[src/hw/rtl/tpdc_pkg.sv]
// ----------------------------------------------------------------------------
// Tilt PID duty controller package
// Widths, fixed-point constants, register indexes, sequencer states and the
// arctangent table shared by the controller and its CORDIC unit.
// ----------------------------------------------------------------------------
package tpdc_pkg;

  // CORDIC iteration count (the arctangent table holds entries for indexes 0 to 22)
  localparam int CORDIC_STEPS = 16;
  localparam int CORDIC_IW    = $clog2(CORDIC_STEPS);
  localparam int ATAN_IDX_W   = 5;
  localparam int ATAN_W       = 22;

  // Field and datapath widths
  localparam int ACCEL_W     = 19;   // accelerometer sample, Q16 g
  localparam int GYRO_W      = 25;   // gyro rate, Q16 deg/s
  localparam int CORDIC_W    = 34;   // CORDIC x/y after pre-scale and growth
  localparam int PRESCALE_SH = 12;   // CORDIC input pre-scale
  localparam int ACC_ANG_W   = 27;   // accel angle, Q16 degrees
  localparam int ANGLE_W     = 25;   // filtered angle, Q16 degrees
  localparam int SUM_W       = 27;   // angle partial sums
  localparam int ERR_W       = 26;   // setpoint error
  localparam int INTEG_W     = 32;   // error accumulator
  localparam int MUL_A_W     = 33;
  localparam int MUL_B_W     = 25;
  localparam int PROD_W      = MUL_A_W + MUL_B_W;
  localparam int FRAC_SH     = 16;   // Q16 product renormalisation
  localparam int PROD_SH_W   = 27;   // short Q16 products after the shift
  localparam int ACC_SH_W    = PROD_W - FRAC_SH;
  localparam int DUTY_W      = 40;   // duty, Q24
  localparam int DIFF_W      = DUTY_W + 1;
  localparam int SMOOTH_SH   = 4;    // 1/16 smoothing
  localparam int DCL_W       = 25;   // duty clamped to 0..1, Q24
  localparam int PWM_W       = 16;
  localparam int PWM_SH      = 24;

  // Configuration port
  localparam int CFG_IDX_W  = 3;
  localparam int CFG_DATA_W = 31;
  localparam int TARGET_W   = 24;
  localparam int GAIN_W     = 24;
  localparam int LIMIT_W    = 31;
  localparam int FS_W       = 16;

  typedef enum logic [CFG_IDX_W-1:0] {
    CFG_TARGET_ANGLE    = 3'd0,
    CFG_GAIN_PROP       = 3'd1,
    CFG_GAIN_INTEG      = 3'd2,
    CFG_GAIN_DERIV      = 3'd3,
    CFG_INTEGRAL_LIMIT  = 3'd4,
    CFG_DUTY_FULL_SCALE = 3'd5
  } cfg_reg_t;

  // Register reset values
  localparam logic [TARGET_W-1:0] RST_TARGET = 24'd655360;
  localparam logic [GAIN_W-1:0]   RST_KP     = 24'd268435;
  localparam logic [GAIN_W-1:0]   RST_KI     = 24'd839;
  localparam logic [GAIN_W-1:0]   RST_KD     = 24'd167772;
  localparam logic [LIMIT_W-1:0]  RST_LIMIT  = 31'd1179648000;
  localparam logic [FS_W-1:0]     RST_FS     = 16'd2000;

  // Filter weights (Q16) and saturation bounds
  localparam logic signed [MUL_B_W-1:0]   W_GYRO   = -25'sd65;
  localparam logic signed [MUL_B_W-1:0]   W_DECAY  = 25'sd65470;
  localparam logic signed [MUL_B_W-1:0]   W_ACCEL  = 25'sd65;
  localparam logic signed [ACC_ANG_W-1:0] ANG_180  = 27'sd11796480;
  localparam logic signed [SUM_W:0]       ANG_MAX  = 28'sd16777215;
  localparam logic signed [SUM_W:0]       ANG_MIN  = -28'sd16777216;
  localparam logic signed [ACC_SH_W-1:0]  RAW_MAX  = 42'sd549755813887;
  localparam logic signed [ACC_SH_W-1:0]  RAW_MIN  = -42'sd549755813888;
  localparam logic signed [DUTY_W-1:0]    DUTY_ONE = 40'sd16777216;

  // Controller sequencer
  typedef enum logic [3:0] {
    S_IDLE,
    S_CORDIC,
    S_SUM,
    S_MUL_DECAY,
    S_MUL_ACCEL,
    S_ANGLE,
    S_ERR,
    S_INTEG,
    S_MUL_I,
    S_MUL_D,
    S_RAW,
    S_CLAMP_RAW,
    S_SMOOTH,
    S_CLAMP_D,
    S_MUL_PWM,
    S_RESULT
  } state_t;

  // Arctangent of 2^-i in Q16 degrees
  function automatic logic [ATAN_W-1:0] atan_deg(input logic [ATAN_IDX_W-1:0] idx);
    logic [ATAN_W-1:0] v;
    unique case (idx)
      5'd0:    v = 22'd2949120;
      5'd1:    v = 22'd1740967;
      5'd2:    v = 22'd919879;
      5'd3:    v = 22'd466945;
      5'd4:    v = 22'd234379;
      5'd5:    v = 22'd117304;
      5'd6:    v = 22'd58666;
      5'd7:    v = 22'd29335;
      5'd8:    v = 22'd14668;
      5'd9:    v = 22'd7334;
      5'd10:   v = 22'd3667;
      5'd11:   v = 22'd1833;
      5'd12:   v = 22'd917;
      5'd13:   v = 22'd458;
      5'd14:   v = 22'd229;
      5'd15:   v = 22'd115;
      5'd16:   v = 22'd57;
      5'd17:   v = 22'd29;
      5'd18:   v = 22'd14;
      5'd19:   v = 22'd7;
      5'd20:   v = 22'd4;
      5'd21:   v = 22'd2;
      5'd22:   v = 22'd1;
      default: v = 22'd0;
    endcase
    return v;
  endfunction

endpackage

[src/hw/rtl/tpdc_cordic.sv]
// ----------------------------------------------------------------------------
// Tilt PID CORDIC angle unit
// Vectoring CORDIC that finds atan2(z, y) in Q16 degrees, one micro-rotation
// per cycle through a single add/subtract/shift stage.
// ----------------------------------------------------------------------------
module tpdc_cordic (
  input  logic                                      clk,
  input  logic                                      rst_n,
  input  logic                                      start,
  input  logic signed [tpdc_pkg::ACCEL_W-1:0]       accel_y,
  input  logic signed [tpdc_pkg::ACCEL_W-1:0]       accel_z,
  output logic                                      done,
  output logic signed [tpdc_pkg::ACC_ANG_W-1:0]     angle
);

  logic signed [tpdc_pkg::CORDIC_W-1:0]  x_r, x_nxt, y_r, y_nxt;
  logic signed [tpdc_pkg::CORDIC_W-1:0]  x_sh, y_sh, x_init, y_init;
  logic signed [tpdc_pkg::ACC_ANG_W-1:0] a_r, a_nxt, atan_s;
  logic [tpdc_pkg::CORDIC_IW-1:0]        step_r, step_nxt;
  logic                                  busy_r, busy_nxt, done_r, done_nxt;
  logic                                  zero_r, zero_nxt;
  logic                                  last_step;

  // Pre-scaled start vector
  assign x_init = tpdc_pkg::CORDIC_W'($signed({accel_y, {tpdc_pkg::PRESCALE_SH{1'b0}}}));
  assign y_init = tpdc_pkg::CORDIC_W'($signed({accel_z, {tpdc_pkg::PRESCALE_SH{1'b0}}}));

  // Shared shift and table lookup for the current micro-rotation
  assign x_sh      = x_r >>> step_r;
  assign y_sh      = y_r >>> step_r;
  assign atan_s    = tpdc_pkg::ACC_ANG_W'($signed({1'b0,
                       tpdc_pkg::atan_deg(tpdc_pkg::ATAN_IDX_W'(step_r))}));
  assign last_step = (step_r == tpdc_pkg::CORDIC_IW'(tpdc_pkg::CORDIC_STEPS - 1));

  // Load on start, otherwise rotate towards the x axis
  always_comb begin
    x_nxt    = x_r;
    y_nxt    = y_r;
    a_nxt    = a_r;
    step_nxt = step_r;
    busy_nxt = busy_r;
    zero_nxt = zero_r;
    done_nxt = 1'b0;
    if (start) begin
      busy_nxt = 1'b1;
      step_nxt = '0;
      zero_nxt = (accel_y == '0) && (accel_z == '0);
      if (accel_y < 0) begin
        x_nxt = -x_init;
        y_nxt = -y_init;
        a_nxt = (accel_z >= 0) ? tpdc_pkg::ANG_180 : -tpdc_pkg::ANG_180;
      end else begin
        x_nxt = x_init;
        y_nxt = y_init;
        a_nxt = '0;
      end
    end else if (busy_r) begin
      if (y_r > 0) begin
        x_nxt = x_r + y_sh;
        y_nxt = y_r - x_sh;
        a_nxt = a_r + atan_s;
      end else begin
        x_nxt = x_r - y_sh;
        y_nxt = y_r + x_sh;
        a_nxt = a_r - atan_s;
      end
      step_nxt = step_r + 1'b1;
      if (last_step) begin
        busy_nxt = 1'b0;
        done_nxt = 1'b1;
      end
    end
  end

  // Control state
  always_ff @(posedge clk) begin
    if (!rst_n) begin
      busy_r <= 1'b0;
      done_r <= 1'b0;
      step_r <= '0;
    end else begin
      busy_r <= busy_nxt;
      done_r <= done_nxt;
      step_r <= step_nxt;
    end
  end

  // Rotation registers
  always_ff @(posedge clk) begin
    x_r    <= x_nxt;
    y_r    <= y_nxt;
    a_r    <= a_nxt;
    zero_r <= zero_nxt;
  end

  // A zero vector reads as zero degrees
  assign done  = done_r;
  assign angle = zero_r ? '0 : a_r;

endmodule

[src/hw/rtl/tilt_pid_duty_controller.sv]
// ----------------------------------------------------------------------------
// Tilt PID duty controller
// Complementary-filter tilt estimate followed by a PI controller with rate
// feedback, duty smoothing and scaling to a PWM level.
// ----------------------------------------------------------------------------
//  channel  direction  handshake             payload
//  in       input      in_valid / in_stall   accel_y, accel_z, gyro_x
//  out      output     out_valid / out_stall pwm_level, filtered_angle
//  cfg      input      cfg_valid / cfg_ready cfg_index, cfg_data
//
//  The time from one sample's acceptance to the next is set mostly by the
//  CORDIC loop and otherwise by the sequencer steps on the shared
//  33 x 25 multiplier, one product per sequencer step.
//  in_stall is high from acceptance until the result is registered.
//  A stalled result is held in the output register; the sequencer waits at
//  its last step only if a new result is ready before the old one is taken.
//  Reset (rst_n low, synchronous) restores the register defaults and clears
//  the angle estimate, error integral and smoothed duty.
// ----------------------------------------------------------------------------
module tilt_pid_duty_controller (
  input  logic                                   clk,
  input  logic                                   rst_n,
  // input samples
  input  logic                                   in_valid,
  output logic                                   in_stall,
  input  logic signed [tpdc_pkg::ACCEL_W-1:0]    in_accel_y,
  input  logic signed [tpdc_pkg::ACCEL_W-1:0]    in_accel_z,
  input  logic signed [tpdc_pkg::GYRO_W-1:0]     in_gyro_x,
  // results
  output logic                                   out_valid,
  input  logic                                   out_stall,
  output logic [tpdc_pkg::PWM_W-1:0]             out_pwm_level,
  output logic signed [tpdc_pkg::ANGLE_W-1:0]    out_filtered_angle,
  // configuration writes
  input  logic                                   cfg_valid,
  output logic                                   cfg_ready,
  input  logic [tpdc_pkg::CFG_IDX_W-1:0]         cfg_index,
  input  logic [tpdc_pkg::CFG_DATA_W-1:0]        cfg_data
);

  tpdc_pkg::state_t state_r, state_nxt;

  // Configuration registers
  logic [tpdc_pkg::TARGET_W-1:0] target_r;
  logic [tpdc_pkg::GAIN_W-1:0]   kp_r, ki_r, kd_r;
  logic [tpdc_pkg::LIMIT_W-1:0]  lim_r;
  logic [tpdc_pkg::FS_W-1:0]     fs_r;

  // Loop state
  logic signed [tpdc_pkg::ANGLE_W-1:0] ang_r, ang_nxt;
  logic signed [tpdc_pkg::INTEG_W-1:0] integ_r, integ_nxt;
  logic signed [tpdc_pkg::DUTY_W-1:0]  sd_r, sd_nxt;

  // Working registers
  logic signed [tpdc_pkg::GYRO_W-1:0]  gx_r, gx_nxt;
  logic signed [tpdc_pkg::SUM_W-1:0]   tmp_r, tmp_nxt;
  logic signed [tpdc_pkg::ERR_W-1:0]   err_r, err_nxt;
  logic signed [tpdc_pkg::PROD_W-1:0]  acc_r, acc_nxt;
  logic signed [tpdc_pkg::DIFF_W-1:0]  diff_r, diff_nxt;
  logic [tpdc_pkg::DCL_W-1:0]          dcl_r, dcl_nxt;
  logic signed [tpdc_pkg::PROD_W-1:0]  prod_r;
  logic signed [tpdc_pkg::MUL_A_W-1:0] mul_a;
  logic signed [tpdc_pkg::MUL_B_W-1:0] mul_b;

  // Output register
  logic                                out_valid_r, out_valid_nxt;
  logic [tpdc_pkg::PWM_W-1:0]          pwm_r;
  logic signed [tpdc_pkg::ANGLE_W-1:0] out_ang_r;
  logic                                out_load;

  // CORDIC unit
  logic                                   cor_start, cor_done;
  logic signed [tpdc_pkg::ACC_ANG_W-1:0]  cor_angle;

  // Arithmetic views of the registered values
  logic signed [tpdc_pkg::PROD_SH_W-1:0] prod_sh;
  logic signed [tpdc_pkg::SUM_W:0]       ang_sum;
  logic signed [tpdc_pkg::INTEG_W:0]     integ_sum, lim_pos;
  logic signed [tpdc_pkg::ACC_SH_W-1:0]  acc_sh;
  logic signed [tpdc_pkg::DUTY_W-1:0]    raw_sat;
  logic signed [tpdc_pkg::ACC_SH_W-1:0]  sd_sum;

  tpdc_cordic u_cordic (
    .clk     (clk),
    .rst_n   (rst_n),
    .start   (cor_start),
    .accel_y (in_accel_y),
    .accel_z (in_accel_z),
    .done    (cor_done),
    .angle   (cor_angle)
  );

  // Configuration writes are always taken
  assign cfg_ready = 1'b1;

  always_ff @(posedge clk) begin
    if (!rst_n) begin
      target_r <= tpdc_pkg::RST_TARGET;
      kp_r     <= tpdc_pkg::RST_KP;
      ki_r     <= tpdc_pkg::RST_KI;
      kd_r     <= tpdc_pkg::RST_KD;
      lim_r    <= tpdc_pkg::RST_LIMIT;
      fs_r     <= tpdc_pkg::RST_FS;
    end else if (cfg_valid && cfg_ready) begin
      unique case (cfg_index)
        tpdc_pkg::CFG_TARGET_ANGLE:    target_r <= cfg_data[tpdc_pkg::TARGET_W-1:0];
        tpdc_pkg::CFG_GAIN_PROP:       kp_r     <= cfg_data[tpdc_pkg::GAIN_W-1:0];
        tpdc_pkg::CFG_GAIN_INTEG:      ki_r     <= cfg_data[tpdc_pkg::GAIN_W-1:0];
        tpdc_pkg::CFG_GAIN_DERIV:      kd_r     <= cfg_data[tpdc_pkg::GAIN_W-1:0];
        tpdc_pkg::CFG_INTEGRAL_LIMIT:  lim_r    <= cfg_data[tpdc_pkg::LIMIT_W-1:0];
        tpdc_pkg::CFG_DUTY_FULL_SCALE: fs_r     <= cfg_data[tpdc_pkg::FS_W-1:0];
        default: ;
      endcase
    end
  end

  // Next state
  always_comb begin
    state_nxt = state_r;
    unique case (state_r)
      tpdc_pkg::S_IDLE:      if (in_valid) state_nxt = tpdc_pkg::S_CORDIC;
      tpdc_pkg::S_CORDIC:    if (cor_done) state_nxt = tpdc_pkg::S_SUM;
      tpdc_pkg::S_SUM:       state_nxt = tpdc_pkg::S_MUL_DECAY;
      tpdc_pkg::S_MUL_DECAY: state_nxt = tpdc_pkg::S_MUL_ACCEL;
      tpdc_pkg::S_MUL_ACCEL: state_nxt = tpdc_pkg::S_ANGLE;
      tpdc_pkg::S_ANGLE:     state_nxt = tpdc_pkg::S_ERR;
      tpdc_pkg::S_ERR:       state_nxt = tpdc_pkg::S_INTEG;
      tpdc_pkg::S_INTEG:     state_nxt = tpdc_pkg::S_MUL_I;
      tpdc_pkg::S_MUL_I:     state_nxt = tpdc_pkg::S_MUL_D;
      tpdc_pkg::S_MUL_D:     state_nxt = tpdc_pkg::S_RAW;
      tpdc_pkg::S_RAW:       state_nxt = tpdc_pkg::S_CLAMP_RAW;
      tpdc_pkg::S_CLAMP_RAW: state_nxt = tpdc_pkg::S_SMOOTH;
      tpdc_pkg::S_SMOOTH:    state_nxt = tpdc_pkg::S_CLAMP_D;
      tpdc_pkg::S_CLAMP_D:   state_nxt = tpdc_pkg::S_MUL_PWM;
      tpdc_pkg::S_MUL_PWM:   state_nxt = tpdc_pkg::S_RESULT;
      tpdc_pkg::S_RESULT:    if (!out_valid_r || !out_stall) state_nxt = tpdc_pkg::S_IDLE;
      default:               state_nxt = tpdc_pkg::S_IDLE;
    endcase
  end

  // Handshake outputs
  always_comb begin
    in_stall  = (state_r != tpdc_pkg::S_IDLE);
    cor_start = (state_r == tpdc_pkg::S_IDLE) && in_valid;
    out_load  = (state_r == tpdc_pkg::S_RESULT) && (!out_valid_r || !out_stall);
  end

  // Renormalised products and partial sums
  assign prod_sh   = prod_r[tpdc_pkg::FRAC_SH+tpdc_pkg::PROD_SH_W-1:tpdc_pkg::FRAC_SH];
  assign ang_sum   = (tpdc_pkg::SUM_W+1)'(tmp_r) + (tpdc_pkg::SUM_W+1)'(prod_sh);
  assign integ_sum = (tpdc_pkg::INTEG_W+1)'(integ_r) + (tpdc_pkg::INTEG_W+1)'(err_r);
  assign lim_pos   = $signed({2'b00, lim_r});
  assign acc_sh    = acc_r[tpdc_pkg::PROD_W-1:tpdc_pkg::FRAC_SH];
  assign sd_sum    = tpdc_pkg::ACC_SH_W'(sd_r)
                   + tpdc_pkg::ACC_SH_W'($signed(diff_r[tpdc_pkg::DIFF_W-1:tpdc_pkg::SMOOTH_SH]));

  // Saturate the summed gain products to the duty range
  always_comb begin
    if (acc_sh > tpdc_pkg::RAW_MAX) begin
      raw_sat = tpdc_pkg::DUTY_W'(tpdc_pkg::RAW_MAX);
    end else if (acc_sh < tpdc_pkg::RAW_MIN) begin
      raw_sat = tpdc_pkg::DUTY_W'(tpdc_pkg::RAW_MIN);
    end else begin
      raw_sat = acc_sh[tpdc_pkg::DUTY_W-1:0];
    end
  end

  // Shared multiplier operands and register updates per step
  always_comb begin
    mul_a     = tpdc_pkg::MUL_A_W'(gx_r);
    mul_b     = tpdc_pkg::W_GYRO;
    gx_nxt    = gx_r;
    tmp_nxt   = tmp_r;
    err_nxt   = err_r;
    acc_nxt   = acc_r;
    diff_nxt  = diff_r;
    dcl_nxt   = dcl_r;
    ang_nxt   = ang_r;
    integ_nxt = integ_r;
    sd_nxt    = sd_r;
    unique case (state_r)
      tpdc_pkg::S_IDLE: begin
        if (in_valid) gx_nxt = in_gyro_x;
      end
      // gyro delta is multiplied while the CORDIC runs
      tpdc_pkg::S_CORDIC: ;
      tpdc_pkg::S_SUM: begin
        tmp_nxt = tpdc_pkg::SUM_W'(ang_r) + prod_sh;
      end
      tpdc_pkg::S_MUL_DECAY: begin
        mul_a = tpdc_pkg::MUL_A_W'(tmp_r);
        mul_b = tpdc_pkg::W_DECAY;
      end
      tpdc_pkg::S_MUL_ACCEL: begin
        mul_a   = tpdc_pkg::MUL_A_W'(cor_angle);
        mul_b   = tpdc_pkg::W_ACCEL;
        tmp_nxt = prod_sh;
      end
      tpdc_pkg::S_ANGLE: begin
        if (ang_sum > tpdc_pkg::ANG_MAX) begin
          ang_nxt = tpdc_pkg::ANGLE_W'(tpdc_pkg::ANG_MAX);
        end else if (ang_sum < tpdc_pkg::ANG_MIN) begin
          ang_nxt = tpdc_pkg::ANGLE_W'(tpdc_pkg::ANG_MIN);
        end else begin
          ang_nxt = ang_sum[tpdc_pkg::ANGLE_W-1:0];
        end
      end
      tpdc_pkg::S_ERR: begin
        err_nxt = $signed({2'b00, target_r}) - tpdc_pkg::ERR_W'(ang_r);
      end
      tpdc_pkg::S_INTEG: begin
        mul_a = tpdc_pkg::MUL_A_W'(err_r);
        mul_b = $signed({1'b0, kp_r});
        if (integ_sum > lim_pos) begin
          integ_nxt = tpdc_pkg::INTEG_W'(lim_pos);
        end else if (integ_sum < -lim_pos) begin
          integ_nxt = tpdc_pkg::INTEG_W'(-lim_pos);
        end else begin
          integ_nxt = integ_sum[tpdc_pkg::INTEG_W-1:0];
        end
      end
      tpdc_pkg::S_MUL_I: begin
        mul_a   = tpdc_pkg::MUL_A_W'(integ_r);
        mul_b   = $signed({1'b0, ki_r});
        acc_nxt = prod_r;
      end
      tpdc_pkg::S_MUL_D: begin
        mul_a   = tpdc_pkg::MUL_A_W'(gx_r);
        mul_b   = $signed({1'b0, kd_r});
        acc_nxt = acc_r + prod_r;
      end
      tpdc_pkg::S_RAW: begin
        acc_nxt = acc_r + prod_r;
      end
      tpdc_pkg::S_CLAMP_RAW: begin
        diff_nxt = tpdc_pkg::DIFF_W'(raw_sat) - tpdc_pkg::DIFF_W'(sd_r);
      end
      tpdc_pkg::S_SMOOTH: begin
        if (sd_sum > tpdc_pkg::RAW_MAX) begin
          sd_nxt = tpdc_pkg::DUTY_W'(tpdc_pkg::RAW_MAX);
        end else if (sd_sum < tpdc_pkg::RAW_MIN) begin
          sd_nxt = tpdc_pkg::DUTY_W'(tpdc_pkg::RAW_MIN);
        end else begin
          sd_nxt = sd_sum[tpdc_pkg::DUTY_W-1:0];
        end
      end
      tpdc_pkg::S_CLAMP_D: begin
        if (sd_r < 0) begin
          dcl_nxt = '0;
        end else if (sd_r > tpdc_pkg::DUTY_ONE) begin
          dcl_nxt = tpdc_pkg::DCL_W'(tpdc_pkg::DUTY_ONE);
        end else begin
          dcl_nxt = sd_r[tpdc_pkg::DCL_W-1:0];
        end
      end
      // keep the scaling product steady while the result waits
      tpdc_pkg::S_MUL_PWM, tpdc_pkg::S_RESULT: begin
        mul_a = $signed({{(tpdc_pkg::MUL_A_W-tpdc_pkg::DCL_W){1'b0}}, dcl_r});
        mul_b = $signed({{(tpdc_pkg::MUL_B_W-tpdc_pkg::FS_W){1'b0}}, fs_r});
      end
      default: ;
    endcase
  end

  // Output register: load on the last step, drop once taken
  always_comb begin
    out_valid_nxt = out_valid_r;
    if (out_load) begin
      out_valid_nxt = 1'b1;
    end else if (!out_stall) begin
      out_valid_nxt = 1'b0;
    end
  end

  // Control and loop state
  always_ff @(posedge clk) begin
    if (!rst_n) begin
      state_r     <= tpdc_pkg::S_IDLE;
      out_valid_r <= 1'b0;
      ang_r       <= '0;
      integ_r     <= '0;
      sd_r        <= '0;
    end else begin
      state_r     <= state_nxt;
      out_valid_r <= out_valid_nxt;
      ang_r       <= ang_nxt;
      integ_r     <= integ_nxt;
      sd_r        <= sd_nxt;
    end
  end

  // Working and result payload
  always_ff @(posedge clk) begin
    prod_r <= mul_a * mul_b;
    gx_r   <= gx_nxt;
    tmp_r  <= tmp_nxt;
    err_r  <= err_nxt;
    acc_r  <= acc_nxt;
    diff_r <= diff_nxt;
    dcl_r  <= dcl_nxt;
    if (out_load) begin
      pwm_r     <= prod_r[tpdc_pkg::PWM_SH+tpdc_pkg::PWM_W-1:tpdc_pkg::PWM_SH];
      out_ang_r <= ang_r;
    end
  end

  assign out_valid          = out_valid_r;
  assign out_pwm_level      = pwm_r;
  assign out_filtered_angle = out_ang_r;

`ifndef ASSERT_OFF
  // An accepted sample starts the CORDIC phase
  a_accept_to_cordic: assert property (@(posedge clk) disable iff (!rst_n)
    (in_valid && !in_stall) |=> (state_r == tpdc_pkg::S_CORDIC))
    else $error("accepted sample did not start the CORDIC phase");

  // The CORDIC finishes only while the sequencer waits for it
  a_cordic_done_state: assert property (@(posedge clk) disable iff (!rst_n)
    cor_done |-> (state_r == tpdc_pkg::S_CORDIC))
    else $error("CORDIC completion outside its phase");

  // A result appears only from the last step
  a_result_origin: assert property (@(posedge clk) disable iff (!rst_n)
    $rose(out_valid_r) |-> ($past(state_r) == tpdc_pkg::S_RESULT))
    else $error("result raised outside the result step");

  // Duty fed to the scaling multiply stays within 0..1
  a_duty_range: assert property (@(posedge clk) disable iff (!rst_n)
    (state_r == tpdc_pkg::S_MUL_PWM) |-> (dcl_r <= tpdc_pkg::DCL_W'(tpdc_pkg::DUTY_ONE)))
    else $error("clamped duty above one");
`endif

endmodule

[config.mk]
export PLATFORM = sky130hd
export DESIGN_NAME = tilt_pid_duty_controller
export DESIGN_NICKNAME = d
export VERILOG_FILES = /design/src/hw/rtl/tpdc_pkg.sv /design/src/hw/rtl/tpdc_cordic.sv /design/src/hw/rtl/tilt_pid_duty_controller.sv
export SDC_FILE = /design/constraint.sdc
export NUM_CORES = 2
export LEC_CHECK = 0
export ABC_AREA = 1
export BUFFER_PORTS_ARGS = -buffer_cell sky130_fd_sc_hd__buf_2
export CAP_MARGIN = 15
export CORE_ASPECT_RATIO = 0.5
export CORE_UTILIZATION = 57
export CTS_CLUSTER_DIAMETER = 150
export DETAILED_ROUTE_END_ITERATION = 8
export GPL_TIMING_DRIVEN = 0
export PLACE_DENSITY_LB_ADDON = 0.25
export SLEW_MARGIN = 5
export SYNTH_ARGS = -nofsm -noshare
export SYNTH_HDL_FRONTEND = slang
export SYNTH_SLANG_ARGS = --single-unit
export TNS_END_PERCENT = 20
[constraint.sdc]
create_clock -name clk -period 8.95 [get_ports clk]
set_input_delay 1.3425 -clock clk [delete_from_list [all_inputs] [get_ports clk]]
set_output_delay 1.3425 -clock clk [all_outputs]
set_load 0.05 [all_outputs]
After elaboration in Yosys (flattened, before gate mapping):

Memory sizes are Yosys's and may differ from the RTL's. A register that Yosys moved wholly into a read port is not among the register bits.
Cells that the tools add are included.

* register bits: 648
* latch bits: 0
* memory bits (writable): 0
* bits in read-only memories: 352
* output and inout port bits: 44
* logic and storage cells: 155
* memories kept: 1

* $add $sub $neg: 17
* multiply operators: 1
* div/mod/pow operators: 0
* order comparisons: 13
* eq/ne operators: 25
* shift operators: 2
* muxes and demuxes: 39
* bitwise operators: 2
* reduce and logical (&&, ||, !) cells: 27

Memories
* (name not given): depth 16, bits a word 22, read ports 1, clocked after memory_dff 1, wr ports 0, line tpdc_pkg.sv:96 `unique case (idx)`

Operators with widths (number)
* two-way mux 34 bit: 8
* case mux 33 bit (5 select lines): 1
* two-way mux 27 bit: 6
* two-way mux 40 bit: 4
* case mux 25 bit (6 select lines): 1
* case mux 58 bit (2 select lines): 1
* two-way mux 25 bit: 3
* adder 34 bit: 2
* negator 31 -> 34 bit: 2
* >>> shifter 34 x 4 -> 34 bit: 2
* subtractor 34 bit: 2
* two-way mux 32 bit: 2
* case mux 4 bit (16 select lines): 1
* adder 58 bit: 1
* multiplier 33 x 25 -> 58 bit: 1
* case mux 27 bit (2 select lines): 1
* greater-than comparator 42 x 40 -> 1 bit, second input constant: 1
* less-than comparator 42 x 40 -> 1 bit, second input constant: 1
* adder 40 x 37 -> 41 bit: 1
* greater-than comparator 41 x 40 -> 1 bit, second input constant: 1
* less-than comparator 41 x 40 -> 1 bit, second input constant: 1
* subtractor 40 x 40 -> 41 bit: 1
* greater-than comparator 40 x 26 -> 1 bit, second input constant: 1
* less-than comparator 40 x 1 -> 1 bit, second input constant: 1
* 39 further kinds: 80

Logic depth before layout (Yosys ltp):

* depth in word-level cells: 5
* depth in mapped cells: 42
* mapped depth without buffers: 40

Cells and area by module:

A second synthesis with hierarchy kept.

* cells, all modules: 11192
* area, all modules: 82544.2 sq um

Modules (own cells, without submodules)
* tilt_pid_duty_controller: instances 1, cells each 8480, area an instance 65993.3 sq um, seq. area each 13242.7 sq um
* tpdc_cordic: instances 1, cells each 2712, area an instance 16550.9 sq um, seq. area each 3443.3 sq um

Worst setup path after synthesis:

Ideal clock, no wire load.

* kind: register to register
* start point: register state_r[1]
* end point: register prod_r[57] (netlist name)
* library setup time: 0.120 ns
* data arrival time: 7.691 ns
* data required time: 8.830 ns
* slack: 1.139 ns
* stages on the path, launching flop included: 28
* cells stage by stage: dfxtp_1 > nand2_1 > nor2_1 > nor4_4 > inv_4 > nor2_8 > inv_4 > buf_6 > nand2_4 > inv_2 > buf_6 > nor2_1 > fa_1 > fa_1 > inv_1 > fa_1 > inv_1 > fa_1 > fa_1 > fa_1 > fa_1 > ha_1 > a21oi_1 > o21ai_0 > o21bai_1 > a221oi_1 > o221ai_1 > xnor2_1

* longest elaborated chain between the ends: 4
* elaborated cells between the ends (all ways): 11
* classes of those cells: mul: 1; eq/ne: 7; mux: 2; reduce/logical: 1

Ends and longest elaborated chain
* start, declared: line tilt_pid_duty_controller.sv:41 `tpdc_pkg::state_t state_r, state_nxt;`
* start signal, assigned: line tilt_pid_duty_controller.sv:278 `state_r <= tpdc_pkg::S_IDLE;`
* start signal, assigned: line tilt_pid_duty_controller.sv:284 `state_r <= state_nxt;`
* equality test 4 bit: line tilt_pid_duty_controller.sv:181 `unique case (state_r)`
* OR reduction 2 bit: line tilt_pid_duty_controller.sv:181
* case mux 25 bit (6 select lines) or case mux 33 bit (5 select lines) (tied branches): line tilt_pid_duty_controller.sv:181
* multiplier 33 x 25 -> 58 bit *: line tilt_pid_duty_controller.sv:294 `prod_r <= mul_a * mul_b;`
* end signal, assigned: line tilt_pid_duty_controller.sv:294
* end, declared: line tilt_pid_duty_controller.sv:61 `logic signed [tpdc_pkg::PROD_W-1:0] prod_r;`

Every way passes the cells marked *; elsewhere a longest branch is shown, timed or not.
A chain may end at the register's enable or synchronous reset.

Final worst setup path:

* start point: register state_r[2]
* end point: register prod_r[35] (netlist name)

Same word-level chain as after synthesis.

==> flow_summary.html <==
<table>
<tr><th>Metric</th><th>Value</th></tr>
<tr><th colspan="2">Outcome</th></tr>
<tr><td>Run status</td><td>finished with violations</td></tr>
<tr><td>Failing checks</td><td>setup timing</td></tr>
<tr><th colspan="2">Die</th></tr>
<tr><td>FP Rows</td><td>between 90 and 100</td></tr>
<tr><td>DIE HEIGHT</td><td>271 um</td></tr>
<tr><td>Area enclosed by the die boundary</td><td>0.146 mm^2</td></tr>
<tr><td>Initial standard-cell utilization of the core</td><td>57.5%</td></tr>
<tr><td>Count of pins on the block boundary</td><td>about 150</td></tr>
<tr><td>Placeable core region</td><td>0.143 mm^2</td></tr>
<tr><td>Horizontal die dimension</td><td>approximately 540 um</td></tr>
<tr><th colspan="2">Run</th></tr>
<tr><td>Count of maximum capacitance violations</td><td>0</td></tr>
<tr><th colspan="2">Clock network</th></tr>
<tr><td>Clock transition at the registers of the reported paths</td><td>0.07 ns</td></tr>
<tr><td>H-Tree Depth</td><td>3</td></tr>
<tr><td>TritonCTS Buffers</td><td>70</td></tr>
<tr><td>Worst-Skew Late Latency</td><td>0.68 ns</td></tr>
<tr><td>Clock sinks</td><td>about 670</td></tr>
<tr><td>CTS tree</td><td>done</td></tr>
<tr><td>Clock Tree Buf Depth</td><td>3</td></tr>
<tr><td>Clk root buf</td><td>clkbuf_16</td></tr>
<tr><td>Number of buffers inserted for hold repair after clock tree synthesis</td><td>0</td></tr>
<tr><th colspan="2">Yosys</th></tr>
<tr><td>Yosys cell types</td><td>between 70 and 80</td></tr>
<tr><td>Mapped Cells</td><td>11200</td></tr>
<tr><td>Multiplexer share of the synthesized area</td><td>0.158%</td></tr>
<tr><td>Dominant combinational cell family by area after synthesis</td><td>adder cells</td></tr>
<tr><td>Register area share after synthesis</td><td>20.2%</td></tr>
<tr><td>Synthesized-area fraction occupied by ao, oa, aoi and oai cells</td><td>13.6%</td></tr>
<tr><td>Synthesized net count</td><td>about 13000</td></tr>
<tr><td>Area of the mapped netlist</td><td>between 0.08 and 0.09 mm^2</td></tr>
<tr><td>Count of flip-flops with a built-in enable after synthesis</td><td>335</td></tr>
<tr><td>Most used flip-flop cell after synthesis</td><td>edfxtp_1</td></tr>
<tr><td>YS warnings</td><td>0</td></tr>
<tr><td>Basic-gate share of the synthesized area counting and, or, nand and nor cells</td><td>between 20% and 30%</td></tr>
<tr><td>Adder-cell share of the synthesized area</td><td>28.9%</td></tr>
<tr><td>XOR/XNOR Fraction of Synth Area</td><td>3.66%</td></tr>
<tr><td>Mean area per synthesized cell</td><td>roughly 7.3 um^2</td></tr>
<tr><td>Synthesized flop and latch total</td><td>666</td></tr>
<tr><td>Post-synth ARST share</td><td>0%</td></tr>
<tr><th colspan="2">Final layout</th></tr>
<tr><td>Fill cell total of the finished layout</td><td>13100</td></tr>
<tr><td>Synthesis-to-finish area growth</td><td>8.79%</td></tr>
<tr><td>Register cell area after layout</td><td>0.0167 mm^2</td></tr>
<tr><td>Multi-input gate area</td><td>0.0577 mm^2</td></tr>
<tr><td>Layout cell share with drive strength beyond 1</td><td>approximately 6.5%</td></tr>
<tr><td>Final standard cell area without fillers</td><td>0.0897 mm^2</td></tr>
<tr><td>Nets</td><td>between 10000 and 15000</td></tr>
<tr><th colspan="2">Hold path</th></tr>
<tr><td>HP Start</td><td>kd_r[14]$_SDFFE_PN0P_</td></tr>
<tr><td>Worst hold-check path type</td><td>reg2reg</td></tr>
<tr><td>Cells on Worst Hold Path</td><td>2</td></tr>
<tr><th colspan="2">Timing</th></tr>
<tr><td>Slew Limit Fails</td><td>0</td></tr>
<tr><td>Worst Max-Slew Pin Slew</td><td>1.28 ns</td></tr>
<tr><td>Upper clock frequency limit</td><td>about 110 MHz</td></tr>
<tr><td>Final hold violation count</td><td>0</td></tr>
<tr><td>Fin crit period</td><td>approximately 9.0 ns</td></tr>
<tr><td>RSZ-0062 raised after global routing</td><td>yes</td></tr>
<tr><td>Final-layout worst hold slack</td><td>roughly 0.45 ns</td></tr>
<tr><td>Tcrit/Tclk final</td><td>100%</td></tr>
<tr><td>Setup Skew</td><td>0.0376 ns</td></tr>
<tr><td>Setup TNS Final</td><td>-0.000491 ns</td></tr>
<tr><td>Final setup violation count</td><td>1</td></tr>
<tr><td>Setup slack of the critical path after layout</td><td>-0.000491 ns</td></tr>
<tr><td>Headroom to the max-slew limit</td><td>14.8%</td></tr>
<tr><th colspan="2">GRT</th></tr>
<tr><td>Number of global-route vias before repair</td><td>77400</td></tr>
<tr><td>Maximum number of pins on one net before global-route repair</td><td>53</td></tr>
<tr><td>Total congestion overflow after global routing</td><td>0</td></tr>
<tr><td>Wire length of the first global-routing pass</td><td>481000 um</td></tr>
<tr><td>Total Routing Usage GR</td><td>44.1%</td></tr>
<tr><td>Number of antenna violations at the first check in global routing</td><td>15</td></tr>
<tr><th colspan="2">Critical path</th></tr>
<tr><td>Required @ worst endpoint</td><td>9.48 ns</td></tr>
<tr><td>Crit Path Category</td><td>reg2reg</td></tr>
<tr><td>Launching element type of the critical path</td><td>register</td></tr>
<tr><td>CP dominant cell by count</td><td>fa_1</td></tr>
<tr><td>Buf/Inv on CP</td><td>10</td></tr>
<tr><td>CP Capture Type</td><td>register</td></tr>
<tr><td>Start point of the critical path</td><td>state_r[2]$_SDFFE_PN0P_</td></tr>
<tr><td>Critical-path top delay cell</td><td>fa_1</td></tr>
<tr><td>Worst Path Max Fanout</td><td>10</td></tr>
<tr><td>Cell family with most CP delay</td><td>adder cells</td></tr>
<tr><td>Crit Reg-Reg Startpoint</td><td>state_r[2]$_SDFFE_PN0P_</td></tr>
<tr><td>Depth of the critical timing path with buffers and inverters included</td><td>33</td></tr>
<tr><td>Length in cells of the worst reg-to-reg path</td><td>33</td></tr>
<tr><td>Data arrival time of the worst path</td><td>9.48 ns</td></tr>
<tr><td>Maximum single-stage delay on the critical path</td><td>0.59 ns</td></tr>
<tr><th colspan="2">Drt</th></tr>
<tr><td>Total via count after detailed routing</td><td>81300</td></tr>
<tr><td>DR iter-0 viols</td><td>between 9000 and 10000</td></tr>
<tr><td>Final ANT Viol Nets</td><td>0</td></tr>
<tr><td>Routed WL per cell</td><td>24.3 um</td></tr>
<tr><td>Count of unresolved DRC violations after routing</td><td>0</td></tr>
<tr><td>Per-cell via count in the routed design</td><td>6.03</td></tr>
<tr><td>1st-pass router iterations</td><td>9</td></tr>
<tr><td>DRT Wirelength</td><td>328000 um</td></tr>
<tr><th colspan="2">Place</th></tr>
<tr><td>Gp weighted congestion</td><td>1.06</td></tr>
<tr><td>I/O Buffers</td><td>143</td></tr>
<tr><td>Post-detail-place hpwl</td><td>between 200000 and 300000 um</td></tr>
<tr><td>Post-detailed-placement cell area</td><td>0.0858 mm^2</td></tr>
</table>
==> synthesized netlist by cell type (15+ instances only) <==
library cell	number	share of area (%)
a21boi_0	28	0.26
a21o_1	64	0.58
a21oi_1	707	4.3
a221oi_1	47	0.50
a31oi_1	75	0.57
buf_1	24	0.11
buf_2	128	0.78
buf_6	17	0.23
clkbuf_1	170	0.77
dfxtp_1	331	8.0
edfxtp_1	335	12
fa_1	835	20
ha_1	570	8.7
inv_1	1832	8.3
inv_2	38	0.17
nand2_1	2447	11
nand3_1	485	2.9
nand3b_1	16	0.15
nand4_1	96	0.73
nor2_1	1294	5.9
nor3_1	107	0.65
nor4_1	45	0.34
o211ai_1	44	0.40
o21a_1	34	0.31
o21ai_0	795	4.8
o21ai_1	50	0.30
o21ai_2	16	0.17
o21bai_1	43	0.39
o22ai_1	21	0.16
o31ai_1	15	0.14
or2_2	56	0.43
xnor2_1	108	1.1
xor2_1	233	2.5
==> layout by cell type (no fill, tap or decap), drive strengths merged, types with 30 or more instances in the layout <==
| master | netlist | routed |
|---|---|---|
| xor2 | 234 | 234 |
| o21bai | 43 | 43 |
| a21o | 64 | 64 |
| or2 | 62 | 62 |
| o21ai | 861 | 861 |
| a31oi | 81 | 81 |
| a21oi | 709 | 709 |
| fa | 835 | 835 |
| dfxtp | 331 | 331 |
| nand2 | 2457 | 2457 |
| a21boi | 30 | 30 |
| nand3 | 485 | 485 |
| o21a | 34 | 34 |
| nor4 | 52 | 52 |
| nand4 | 98 | 98 |
| clkbuf | 170 | 272 |
| inv | 1872 | 1879 |
| nor2 | 1310 | 1310 |
| xnor2 | 108 | 108 |
| ha | 570 | 570 |
| o211ai | 44 | 44 |
| nor3 | 110 | 110 |
| edfxtp | 335 | 335 |
| buf | 181 | 374 |
| a221oi | 47 | 47 |
==> logic make-up after synthesis <==
group                    Yosys count
AND/OR/NAND/NOR                 4599
XOR/XNOR                         342
adder cells (fa/ha/maj)         1405
flip-flops                       666
multiplexers                      13
AO/OA/AOI/OAI                   1995
other                              1
buffers and inverters           2227
==> worst register-to-register path, delay by kind of cell (launching register included) <==
family                   cells  cell delay, ns
adder cells (fa/ha/maj)      8            4.02
flip-flops                   1            0.37
AO/OA/AOI/OAI                4            0.99
AND/OR/NAND/NOR             10            1.78
buffers and inverters       10            1.24
XOR/XNOR                     1            0.39
==> registers in the layout, summed over array words and instances, names as in the netlist, 4 cells and up <==
name / cells
u_cordic.step_r: 4
fs_r: 16
state_r: 4
target_r: 24
err_r: 26
gx_r: 25
sd_r: 40
ki_r: 24
tmp_r: 27
out_filtered_angle: 25
dcl_r: 25
lim_r: 31
out_pwm_level: 16
acc_r: 58
prod_r: 58
u_cordic.x_r: 34
kd_r: 24
integ_r: 32
u_cordic.a_r: 27
ang_r: 25
u_cordic.atan_s: 22
diff_r: 37
kp_r: 24
u_cordic.y_r: 34
==> final timing paths <==
kind	to	slack, ns
setup / recovery	prod_r[35]$_DFF_P_	-0.0005
setup reg to reg	prod_r[35]$_DFF_P_	-0.0005
hold / removal	kd_r[14]$_SDFFE_PN0P_	0.45
hold reg to reg	kd_r[14]$_SDFFE_PN0P_	0.45
==> layout make-up <==
| cell class | count | share of cell area [%] |
|---|---|---|
| well taps | 1900 | 2.65 |
| clock buffers | 94 | 2.25 |
| repair buffers | 204 | 1.62 |
| flip-flops and latches | 666 | 18.6 |
| plain buffers | 348 | 2.09 |
| diodes | 18 | 0.0502 |
| inverters | 1876 | 7.88 |
| clock inverters | 35 | 0.502 |
| multi-input cells | 8355 | 64.3 |
==> layer usage <==
layer,share of wire [%],global-route usage (%),vias up
met5,0.015,0,-
met4,6.4,24.2,8
met3,12,12.0,995
met2,42,66.7,4797
met1,39,57.3,39000
li1,-,-,36600
==> timing repair <==
| item | 4_1_cts | 5_1_grt |
|---|---|---|
| gates resized for setup | 115 | 126 |
| pin swaps | 15 | 11 |
| hold endpoints to repair | 0 | 0 |
| endpoints found under the setup margin | 42 | 35 |
| buffers inserted | 26 | 20 |
==> per-stage QoR <==
| step | instances | utilization (%) | setup slack, ns |
|---|---|---|---|
| 2_1_floorplan | 11200 | - | 1.14 |
| 3_3_place_gp | 13300 | 59.7 | -1.69 |
| 3_5_place_dp | 13300 | 59.9 | -1.46 |
| 4_1_cts | 13500 | 62.2 | 0.00209 |
| 5_1_grt | 13500 | 62.6 | -0.136 |
| 6_report | 13500 | 62.6 | -0.000491 |
Power is not shown: default switching activity piles up to over one toggle a cycle in this logic, so the estimate is an artifact.
